--- src/rtl/event_period_statistics_core_assert.svh ---
// Assertion macros shared by the event period statistics front and back modules.
`ifndef EVENT_PERIOD_STATISTICS_CORE_ASSERT_SVH
`define EVENT_PERIOD_STATISTICS_CORE_ASSERT_SVH

// A condition that holds at every clock edge outside reset.
`define EVPS_ASSERT_ALWAYS(label, clk, rst, cond, msg) \
   label: assert property (@(posedge clk) disable iff (rst) (cond)) else $error(msg);

// A consequence that holds in the same cycle as its antecedent.
`define EVPS_ASSERT_IMPLY(label, clk, rst, ante, cons, msg) \
   label: assert property (@(posedge clk) disable iff (rst) (ante) |-> (cons)) \
      else $error(msg);

// A consequence that holds in the cycle after its antecedent.
`define EVPS_ASSERT_NEXT(label, clk, rst, ante, cons, msg) \
   label: assert property (@(posedge clk) disable iff (rst) (ante) |=> (cons)) \
      else $error(msg);

`endif

--- src/rtl/evps_pkg.sv ---
// Types and constants of the event period statistics block.
package evps_pkg;

   localparam int STAMP_W     = 63;
   localparam int CH_FIELD_W  = 2;
   localparam int CNT_OUT_W   = 11;
   localparam int CH_LIMIT    = 2 ** CH_FIELD_W;
   localparam int QUEUE_DEPTH = 2;
   localparam int QPTR_W      = 1;
   localparam int QCNT_W      = 2;

   localparam logic [STAMP_W-1:0] STAMP_MAX = {STAMP_W{1'b1}};

   // Operation codes.
   localparam logic OP_MARK = 1'b0;
   localparam logic OP_READ = 1'b1;

   typedef struct packed {
      logic                  operation;
      logic [CH_FIELD_W-1:0] channel;
      logic [STAMP_W-1:0]    stamp_ns;
   } req_word_type;

   typedef struct packed {
      logic                 dropped;
      logic [CNT_OUT_W-1:0] sample_count;
      logic [STAMP_W-1:0]   min_period_ns;
      logic [STAMP_W-1:0]   max_period_ns;
      logic [STAMP_W-1:0]   avg_period_ns;
   } rsp_word_type;

   // A classified word as it waits between the front and the back.
   typedef struct packed {
      logic                  present;
      logic                  operation;
      logic [CH_FIELD_W-1:0] channel;
      logic [STAMP_W-1:0]    stamp_ns;
   } cmd_word_type;

   typedef enum logic [1:0] {
      S_IDLE,
      S_EXEC,
      S_UPDATE,
      S_DIV
   } back_state_type;

endpackage

--- src/rtl/evps_front.sv ---
// Front end: accepts request words, classifies them and queues them for the back end.
`include "event_period_statistics_core_assert.svh"

module evps_front import evps_pkg::*; #(
   parameter int NUM_CHANNELS = 4
) (
   input  logic         clock,
   input  logic         reset,
   input  logic         req_push,
   input  req_word_type req_word,
   output logic         req_full,
   output logic         q_valid,
   output cmd_word_type q_word,
   input  logic         q_pop
);

   logic [QPTR_W-1:0] wr_ptr_ff, wr_ptr_in;
   logic [QPTR_W-1:0] rd_ptr_ff, rd_ptr_in;
   logic [QCNT_W-1:0] count_ff, count_in;
   cmd_word_type      slot_ff [QUEUE_DEPTH];
   cmd_word_type      slot_in [QUEUE_DEPTH];
   cmd_word_type      cls_word;
   logic              push_ok;
   logic              pop_ok;

   // Classify the incoming word: a channel beyond the configured set is marked absent.
   always_comb begin
      cls_word.present   = (int'(req_word.channel) < NUM_CHANNELS);
      cls_word.operation = req_word.operation;
      cls_word.channel   = req_word.channel;
      cls_word.stamp_ns  = req_word.stamp_ns;
   end

   assign req_full = (count_ff == QCNT_W'(QUEUE_DEPTH));
   assign q_valid  = (count_ff != '0);
   assign q_word   = slot_ff[rd_ptr_ff];
   assign push_ok  = req_push & ~req_full;
   assign pop_ok   = q_pop & q_valid;

   // Queue pointers, fill count and slot writes.
   always_comb begin
      wr_ptr_in = wr_ptr_ff;
      rd_ptr_in = rd_ptr_ff;
      count_in  = count_ff;
      slot_in   = slot_ff;
      if (push_ok) begin
         slot_in[wr_ptr_ff] = cls_word;
         wr_ptr_in          = wr_ptr_ff + QPTR_W'(1);
      end
      if (pop_ok) begin
         rd_ptr_in = rd_ptr_ff + QPTR_W'(1);
      end
      if (push_ok && !pop_ok) begin
         count_in = count_ff + QCNT_W'(1);
      end else if (!push_ok && pop_ok) begin
         count_in = count_ff - QCNT_W'(1);
      end
   end

   always_ff @(posedge clock) begin
      if (reset) begin
         wr_ptr_ff <= '0;
         rd_ptr_ff <= '0;
         count_ff  <= '0;
      end else begin
         wr_ptr_ff <= wr_ptr_in;
         rd_ptr_ff <= rd_ptr_in;
         count_ff  <= count_in;
      end
   end

   // Slot contents are payload and need no reset.
   always_ff @(posedge clock) begin
      slot_ff <= slot_in;
   end

   `EVPS_ASSERT_ALWAYS(a_fill_bound, clock, reset, count_ff <= QCNT_W'(QUEUE_DEPTH), "queue overfilled")
   `EVPS_ASSERT_IMPLY(a_ptr_gap, clock, reset, count_ff == '0, wr_ptr_ff == rd_ptr_ff, "pointers apart while empty")
   `EVPS_ASSERT_NEXT(a_push_grows, clock, reset, push_ok && !pop_ok, count_ff == $past(count_ff) + QCNT_W'(1), "push did not grow the queue")

endmodule

--- src/rtl/evps_divider.sv ---
// Restoring divider: one quotient bit per cycle for the window average.
module evps_divider import evps_pkg::*; #(
   parameter int DIVISOR_W = 11
) (
   input  logic                 clock,
   input  logic                 reset,
   input  logic                 start,
   input  logic [STAMP_W-1:0]   dividend,
   input  logic [DIVISOR_W-1:0] divisor,
   output logic                 done,
   output logic [STAMP_W-1:0]   quotient
);

   localparam int STEP_W = $clog2(STAMP_W + 1);

   logic                 busy_ff, busy_in;
   logic                 done_ff, done_in;
   logic [STEP_W-1:0]    step_ff, step_in;
   logic [DIVISOR_W-1:0] rem_ff, rem_in;
   logic [DIVISOR_W-1:0] div_ff, div_in;
   logic [STAMP_W-1:0]   quo_ff, quo_in;
   logic [DIVISOR_W:0]   shifted;
   logic [DIVISOR_W+1:0] trial;
   logic                 fits;

   // One trial subtraction of the divisor from the shifted partial remainder.
   always_comb begin
      shifted = {rem_ff, quo_ff[STAMP_W-1]};
      trial   = {1'b0, shifted} - {2'b00, div_ff};
      fits    = ~trial[DIVISOR_W+1];
   end

   // The quotient register first holds the dividend and fills with quotient bits.
   always_comb begin
      busy_in = busy_ff;
      done_in = 1'b0;
      step_in = step_ff;
      rem_in  = rem_ff;
      div_in  = div_ff;
      quo_in  = quo_ff;
      if (start) begin
         busy_in = 1'b1;
         step_in = '0;
         rem_in  = '0;
         div_in  = divisor;
         quo_in  = dividend;
      end else if (busy_ff) begin
         rem_in  = fits ? trial[DIVISOR_W-1:0] : shifted[DIVISOR_W-1:0];
         quo_in  = {quo_ff[STAMP_W-2:0], fits};
         step_in = step_ff + STEP_W'(1);
         if (step_ff == STEP_W'(STAMP_W - 1)) begin
            busy_in = 1'b0;
            done_in = 1'b1;
         end
      end
   end

   always_ff @(posedge clock) begin
      if (reset) begin
         busy_ff <= 1'b0;
         done_ff <= 1'b0;
         step_ff <= '0;
      end else begin
         busy_ff <= busy_in;
         done_ff <= done_in;
         step_ff <= step_in;
      end
   end

   always_ff @(posedge clock) begin
      rem_ff <= rem_in;
      div_ff <= div_in;
      quo_ff <= quo_in;
   end

   assign done     = done_ff;
   assign quotient = quo_ff;

endmodule

--- src/rtl/evps_back.sv ---
// Back end: per-channel statistics state, command execution and the result register.
`include "event_period_statistics_core_assert.svh"

module evps_back import evps_pkg::*; #(
   parameter int NUM_CHANNELS = 4,
   parameter int WINDOW_DEPTH = 1024
) (
   input  logic         clock,
   input  logic         reset,
   input  logic         q_valid,
   input  cmd_word_type q_word,
   output logic         q_pop,
   output logic         rsp_empty,
   output rsp_word_type rsp_word,
   input  logic         rsp_pop
);

   localparam int CH_STORE = (NUM_CHANNELS < CH_LIMIT) ? NUM_CHANNELS : CH_LIMIT;
   localparam int CH_IDX_W = (CH_STORE > 1) ? $clog2(CH_STORE) : 1;
   localparam int CNT_W    = $clog2(WINDOW_DEPTH + 1);

   back_state_type     state_ff, state_in;
   cmd_word_type       cmd_ff, cmd_in;
   logic [STAMP_W-1:0] iv_ff, iv_in;
   logic               rsp_valid_ff, rsp_valid_in;
   rsp_word_type       rsp_ff, rsp_in;

   logic [STAMP_W-1:0] last_ff [CH_STORE];
   logic [STAMP_W-1:0] last_in [CH_STORE];
   logic [CNT_W-1:0]   cnt_ff  [CH_STORE];
   logic [CNT_W-1:0]   cnt_in  [CH_STORE];
   logic [STAMP_W-1:0] sum_ff  [CH_STORE];
   logic [STAMP_W-1:0] sum_in  [CH_STORE];
   logic [STAMP_W-1:0] min_ff  [CH_STORE];
   logic [STAMP_W-1:0] min_in  [CH_STORE];
   logic [STAMP_W-1:0] max_ff  [CH_STORE];
   logic [STAMP_W-1:0] max_in  [CH_STORE];

   logic [CH_IDX_W-1:0] idx;
   logic [CNT_W-1:0]    cur_cnt;
   logic                win_full;
   logic [STAMP_W:0]    diff;
   logic [STAMP_W:0]    sum_wide;
   logic                div_start;
   logic                div_done;
   logic [STAMP_W-1:0]  div_quo;

   // The channel that the current command addresses; absent channels touch no state.
   assign idx      = cmd_ff.present ? cmd_ff.channel[CH_IDX_W-1:0] : '0;
   assign cur_cnt  = cnt_ff[idx];
   assign win_full = (cur_cnt >= CNT_W'(WINDOW_DEPTH));
   assign diff     = {1'b0, cmd_ff.stamp_ns} - {1'b0, last_ff[idx]};
   assign sum_wide = {1'b0, sum_ff[idx]} + {1'b0, iv_ff};

   // Next state of the command sequencer.
   always_comb begin
      state_in = state_ff;
      case (state_ff)
         S_IDLE: begin
            if (q_valid && !rsp_valid_ff) begin
               state_in = S_EXEC;
            end
         end
         S_EXEC: begin
            if (!cmd_ff.present) begin
               state_in = S_IDLE;
            end else if (cmd_ff.operation == OP_MARK) begin
               state_in = win_full ? S_IDLE : S_UPDATE;
            end else begin
               state_in = (cur_cnt == '0) ? S_IDLE : S_DIV;
            end
         end
         S_UPDATE: begin
            state_in = S_IDLE;
         end
         S_DIV: begin
            if (div_done) begin
               state_in = S_IDLE;
            end
         end
         default: begin
            state_in = S_IDLE;
         end
      endcase
   end

   // Handshake outputs of the sequencer.
   always_comb begin
      q_pop     = 1'b0;
      div_start = 1'b0;
      case (state_ff)
         S_IDLE: begin
            q_pop = q_valid & ~rsp_valid_ff;
         end
         S_EXEC: begin
            div_start = cmd_ff.present & (cmd_ff.operation == OP_READ) & (cur_cnt != '0);
         end
         default: begin
            q_pop     = 1'b0;
            div_start = 1'b0;
         end
      endcase
   end

   // Statistics updates and result assembly.
   always_comb begin
      cmd_in       = cmd_ff;
      iv_in        = iv_ff;
      rsp_in       = rsp_ff;
      rsp_valid_in = rsp_valid_ff & ~rsp_pop;
      last_in      = last_ff;
      cnt_in       = cnt_ff;
      sum_in       = sum_ff;
      min_in       = min_ff;
      max_in       = max_ff;
      case (state_ff)
         S_IDLE: begin
            if (q_pop) begin
               cmd_in = q_word;
            end
         end
         S_EXEC: begin
            rsp_in = '0;
            if (!cmd_ff.present) begin
               rsp_valid_in = 1'b1;
            end else if (cmd_ff.operation == OP_MARK) begin
               // A missing earlier stamp or a stamp that went backward gives a zero interval.
               iv_in = ((last_ff[idx] != '0) && !diff[STAMP_W]) ? diff[STAMP_W-1:0] : '0;
               if (win_full) begin
                  rsp_in.dropped = 1'b1;
                  rsp_valid_in   = 1'b1;
               end
            end else begin
               rsp_in.sample_count = CNT_OUT_W'(cur_cnt);
               if (cur_cnt != '0) begin
                  rsp_in.min_period_ns = min_ff[idx];
                  rsp_in.max_period_ns = max_ff[idx];
               end else begin
                  rsp_valid_in = 1'b1;
               end
               // The divider has latched the sum, so the window clears now.
               cnt_in[idx] = '0;
               sum_in[idx] = '0;
               min_in[idx] = '0;
               max_in[idx] = '0;
            end
         end
         S_UPDATE: begin
            sum_in[idx] = sum_wide[STAMP_W] ? STAMP_MAX : sum_wide[STAMP_W-1:0];
            if (cur_cnt == '0) begin
               min_in[idx] = iv_ff;
               max_in[idx] = iv_ff;
            end else begin
               if (iv_ff < min_ff[idx]) begin
                  min_in[idx] = iv_ff;
               end
               if (iv_ff > max_ff[idx]) begin
                  max_in[idx] = iv_ff;
               end
            end
            cnt_in[idx]  = cur_cnt + CNT_W'(1);
            last_in[idx] = cmd_ff.stamp_ns;
            rsp_valid_in = 1'b1;
         end
         S_DIV: begin
            if (div_done) begin
               rsp_in.avg_period_ns = div_quo;
               rsp_valid_in         = 1'b1;
            end
         end
         default: begin
            rsp_valid_in = rsp_valid_ff & ~rsp_pop;
         end
      endcase
   end

   always_ff @(posedge clock) begin
      if (reset) begin
         state_ff     <= S_IDLE;
         rsp_valid_ff <= 1'b0;
         for (int c = 0; c < CH_STORE; c++) begin
            last_ff[c] <= '0;
            cnt_ff[c]  <= '0;
            sum_ff[c]  <= '0;
            min_ff[c]  <= '0;
            max_ff[c]  <= '0;
         end
      end else begin
         state_ff     <= state_in;
         rsp_valid_ff <= rsp_valid_in;
         last_ff      <= last_in;
         cnt_ff       <= cnt_in;
         sum_ff       <= sum_in;
         min_ff       <= min_in;
         max_ff       <= max_in;
      end
   end

   // Command, interval and result payload.
   always_ff @(posedge clock) begin
      cmd_ff <= cmd_in;
      iv_ff  <= iv_in;
      rsp_ff <= rsp_in;
   end

   evps_divider #(
      .DIVISOR_W (CNT_W)
   ) u_divider (
      .clock    (clock),
      .reset    (reset),
      .start    (div_start),
      .dividend (sum_ff[idx]),
      .divisor  (cur_cnt),
      .done     (div_done),
      .quotient (div_quo)
   );

   assign rsp_empty = ~rsp_valid_ff;
   assign rsp_word  = rsp_ff;

   `EVPS_ASSERT_IMPLY(a_done_in_div, clock, reset, div_done, state_ff == S_DIV, "divider finished outside the divide step")
   `EVPS_ASSERT_IMPLY(a_slot_free, clock, reset, state_ff != S_IDLE, !rsp_valid_ff, "result slot busy while a word is in flight")
   `EVPS_ASSERT_IMPLY(a_drop_clean, clock, reset, rsp_valid_ff && rsp_ff.dropped, rsp_ff.sample_count == '0, "dropped result carries a count")
   `EVPS_ASSERT_ALWAYS(a_window_bound, clock, reset, cnt_ff[0] <= CNT_W'(WINDOW_DEPTH), "window count beyond depth")

endmodule

--- src/rtl/event_period_statistics_core.sv ---
// Top level of the per-channel event period statistics block.
//
//   channel   ports                            moves one word when
//   -------   ------------------------------   ----------------------------
//   request   req_push, req_full, req_word      req_push high, req_full low
//   result    rsp_pop, rsp_empty, rsp_word      rsp_pop high, rsp_empty low
//
// A mark passes from the head of the request queue through the execute and update
// steps to its result. A read with a nonempty window waits in the divide step for the
// divider, which produces one of the 63 quotient bits per cycle.
// Reset is synchronous and clears all channel statistics and last stamps at once.
// The two-word request queue keeps accepting while the back end works or while
// a finished result waits to be popped; the back end starts a new word only
// once the result register is free.
module event_period_statistics_core import evps_pkg::*; #(
   parameter int NUM_CHANNELS = 4,
   parameter int WINDOW_DEPTH = 1024
) (
   input  logic         clock,
   input  logic         reset,
   input  logic         req_push,
   output logic         req_full,
   input  req_word_type req_word,
   output logic         rsp_empty,
   input  logic         rsp_pop,
   output rsp_word_type rsp_word
);

   logic         q_valid;
   logic         q_pop;
   cmd_word_type q_word;

   // Front end with its request queue.
   evps_front #(
      .NUM_CHANNELS (NUM_CHANNELS)
   ) u_front (
      .clock    (clock),
      .reset    (reset),
      .req_push (req_push),
      .req_word (req_word),
      .req_full (req_full),
      .q_valid  (q_valid),
      .q_word   (q_word),
      .q_pop    (q_pop)
   );

   // Back end with the statistics state and the result register.
   evps_back #(
      .NUM_CHANNELS (NUM_CHANNELS),
      .WINDOW_DEPTH (WINDOW_DEPTH)
   ) u_back (
      .clock     (clock),
      .reset     (reset),
      .q_valid   (q_valid),
      .q_word    (q_word),
      .q_pop     (q_pop),
      .rsp_empty (rsp_empty),
      .rsp_word  (rsp_word),
      .rsp_pop   (rsp_pop)
   );

endmodule

--- config.mk ---
export PLATFORM = sky130hd
export DESIGN_NAME = event_period_statistics_core
export DESIGN_NICKNAME = d
export VERILOG_FILES = /design/src/rtl/evps_pkg.sv /design/src/rtl/evps_front.sv /design/src/rtl/evps_divider.sv /design/src/rtl/evps_back.sv /design/src/rtl/event_period_statistics_core.sv
export VERILOG_INCLUDE_DIRS = /design/src /design/src/rtl
export SDC_FILE = /design/constraint.sdc
export NUM_CORES = 2
export LEC_CHECK = 0
export BUFFER_PORTS_ARGS = -buffer_cell sky130_fd_sc_hd__buf_2
export CAP_MARGIN = 0
export CORE_ASPECT_RATIO = 1.25
export CORE_MARGIN = 5
export CORE_UTILIZATION = 55
export CTS_CLUSTER_SIZE = 30
export DETAILED_ROUTE_END_ITERATION = 16
export GPL_TIMING_DRIVEN = 1
export PLACE_DENSITY = 0.72
export SLEW_MARGIN = 30
export SYNTH_ARGS = -nofsm -noshare
export SYNTH_HDL_FRONTEND = slang
export SYNTH_SLANG_ARGS = --single-unit
--- constraint.sdc ---
create_clock -name clock -period 17.3 [get_ports clock]
set_input_delay 4.325 -clock clock [delete_from_list [all_inputs] [get_ports clock]]
set_output_delay 4.325 -clock clock [all_outputs]
set_load 0.01 [all_outputs]
==> run metrics <==
unique cell type count in the Yosys netlist=80; fin crit share=40.5%; worst slew pin tran=1.06 ns; most frequent cells in the layout=nand2_1 (1259), dfxtp_1 (1077), a21oi_1 (734); Post-route DRC=0; setup violators final=0; GRT Total Usage=a little under a third; CTS Buffer Depth=3; CTS Buf Count=around 160; number of global-route vias before repair=56600; Post-Route WL=222000 um; drt wl/cell=around 24 um; total power=roughly 11 mW; Via density=6.32; Detailed Routing Iterations Pass 1=6; Layout area overhead=10.7%; crit-path max cell delay=just under 0.8 ns; cell area after layout=just over 80000 um2; synth warn=0; Core ar.=between 100000 and 150000 um2; share of layout cells above drive strength 1=14.0%; Worst Setup Path Type=flop to flop; switching share of power=about a third; Bufs and invs on worst path=7; class of the worst hold path=flop to flop; first-pass GRT wire length=around 340000 um; dpl cell area=between 70000 and 80000 um2; Post-Syn Area=74100 um2; die height=420 um; initial antenna violation count=12; Comb pwr share=27.8%; CTS resizes=0; Seq pwr share=41.3%; Final ANT Viol Nets=0; Tmin final=7.01 ns; syn nets=7646; syn_area_per_cell=a little over 10 um2; Overflow after GRT=0; asr flop ratio synth=0%; Internal Power=about 7.3 mW; Final Max Tran Viols=0; postcts setup bufs=0; Crit path max-delay family=buffers and inverters; cells after synthesis=around 7300; Post-synth EDFFs=536; CP Max Fanout=70; crit path launch type=flop; Cell Chain, Critical Path=buf_12 > buf_12 > buf_4 > mux4_2 > inv_1 > ha_1 > nand3_1 > nor4_1 > o221ai_1 > o211ai_1 > a211oi_1 > a311oi_2 > clkbuf_4 > nor4_1 > a21oi_4 > buf_4 > nor2b_4 > buf_4 > a22o_1; crit path capture type=flop; hold path cells=2; CTS tree=yes; RSZ-0062 raised after global routing=no; TNS Setup=0 ns; Post-Layout Cell Count=between 9000 and 10000; root buf cell=clkbuf_16; slew margin rel.=between 20% and 30%; Core Util, Final=about 60%; Inst Count DP=slightly below 9000; required time of the critical path=approximately 18 ns; pwr dens=136 nW/um2; DR iter-0 viols=6612; Die X=around 340 um; most common cell after layout, fill and taps aside=nand2_1; static leakage=roughly 30 nW; cell repeated most along the worst path=buf_4; I/O Buffers=between 200 and 300; count of state elements after synthesis=around 1600; VDD IR-drop max=around 0.11 mV; Clock power frac=between 30% and 40%; max-cap violation count=0; outcome=finished, final reports clean; CTS hold repair buffers=0; HPWL Detailed=about 140000 um; slack of the critical path=10.29 ns; largest net degree at the start of global routing=150; post-synthesis sequential area ratio=approximately half; die area=~140000 um2; Setup WS pre-CTS=between 9 and 10 ns; Vias=slightly below 60000; Final Wtd Congestion=around 0.95; hold slack=0.449 ns; Final Hold Vio Count=0; crit path max-delay cell type=buf_4; Clock Skew=roughly 0.031 ns; worst skew pair latency=0.81 ns; Worst-path clk slew=0.06 ns; cell count along the critical path=19; Cell Rows=150; switching power=~3.9 mW; prevailing post-synth register cell=dfxtp_1; nets@finish=~7700; CP arrival=7.74 ns; Initial Util=55.3%; # IOs=between 200 and 300; fmax=0.143 GHz; clock sinks=approximately 1600; H-tree depth=4; worst reg-to-reg path cell count=19
[sequential cells by signal, indices dropped and copies added, names as in the netlist, 6 cells and up]
register                   cells
u_back.u_divider.quotient     63
u_front.slot_ff              132
u_back.sum_ff                252
u_back.cnt_ff                 44
u_back.u_divider.step_ff       6
u_back.last_ff               252
u_back.u_divider.rem_ff       11
u_back.cmd_ff                 66
u_back.rsp_word              201
u_back.u_divider.div_ff       11
u_back.iv_ff                  63
u_back.min_ff                252
u_back.max_ff                252
[final timing paths]
| path | startpoint | end | slack, ns |
|---|---|---|---|
| setup reg to reg | u_back.cmd_ff[63] | u_back.min_ff[23] | 10.29 |
| hold reg to reg | u_back.min_ff[228] | u_back.min_ff[228] | 0.45 |
| hold / removal | u_back.min_ff[228] | u_back.min_ff[228] | 0.45 |
| setup / recovery | u_back.cmd_ff[63] | u_back.min_ff[23] | 10.29 |
[Yosys cell counts, drive strengths merged, types with 36 or more instances]
cell type,instances,area [um2]
edfxtp,536,16100
and2,87,544
mux2,68,766
nor4,38,238
a21oi,738,3700
and3,143,895
a21o,103,773
xnor2,68,596
a22o,297,2600
nor3,47,274
clkbuf,414,1590
nand3,329,1650
o21bai,36,270
nand2,1263,4740
ha,271,3390
xor2,59,517
o21ai,299,1500
inv,258,968
a22oi,55,413
nor2,268,1010
dfxtp,1078,21600
buf,124,577
nand4,65,407
mux4,263,5920
nand3b,121,908
[power by group through the flow]
| stage | Sequential [mW] | Clock [mW] | Combinational (mW) |
|---|---|---|---|
| 5_1_grt | 4.65 | 3.65 | 3.32 |
| 3_5_place_dp | 4.69 | 0 | 3.07 |
| 2_1_floorplan | 4.68 | 0 | 2.01 |
| 4_1_cts | 4.61 | 3.49 | 3.08 |
| 3_3_place_gp | 4.68 | 0 | 3.03 |
| 6_report | 4.62 | 3.45 | 3.11 |
[worst reg2reg max path, cell delays in order, from the launching register on]
cell and delay [ns]:
edfxtp_1 0.37, buf_12 0.44, buf_12 0.56, buf_4 0.86, mux4_2 0.66, inv_1 0.09, ha_1 0.17, nand3_1 0.12
nor4_1 0.42, o221ai_1 0.20, o211ai_1 0.15, a211oi_1 0.09, a311oi_2 0.42, clkbuf_4 0.31, nor4_1 0.11, a21oi_4 0.15
buf_4 0.40, nor2b_4 0.69, buf_4 0.49, a22o_1 0.23
[kinds of logic (layout without fill, tap and decap cells)]
group           after synthesis  count (layout)  synth area share, %
buf+inv                     796             949                 4.24
fa+ha+maj                   274             274                 4.66
mux                         341             341                 9.17
other cells                   0               2                    0
compound gates             1706            1706                 14.4
flops                      1614            1614                 50.9
xor+xnor                    127             127                 1.50
simple gates               2444            2444                 15.1
[per-layer routing]
layer  track usage, %  share of wire, %
met2             49.0                46
met4             15.4               5.4
met3             5.78               9.3
met5                0             0.012
met1             39.0                39
[final cells by class]
cell class | count | area [um2]
repair buffers | 401 | 2410
multi-input cells | 4892 | 33500
inverters | 258 | 968
well taps | 1748 | 2190
diodes | 2 | 5.00
clock buffers | 224 | 4560
fillers | 10900 | 51800
flip-flops and latches | 1614 | 37700
clock inverters | 66 | 651
No activity file was read; power rests on OpenSTA's default activity.
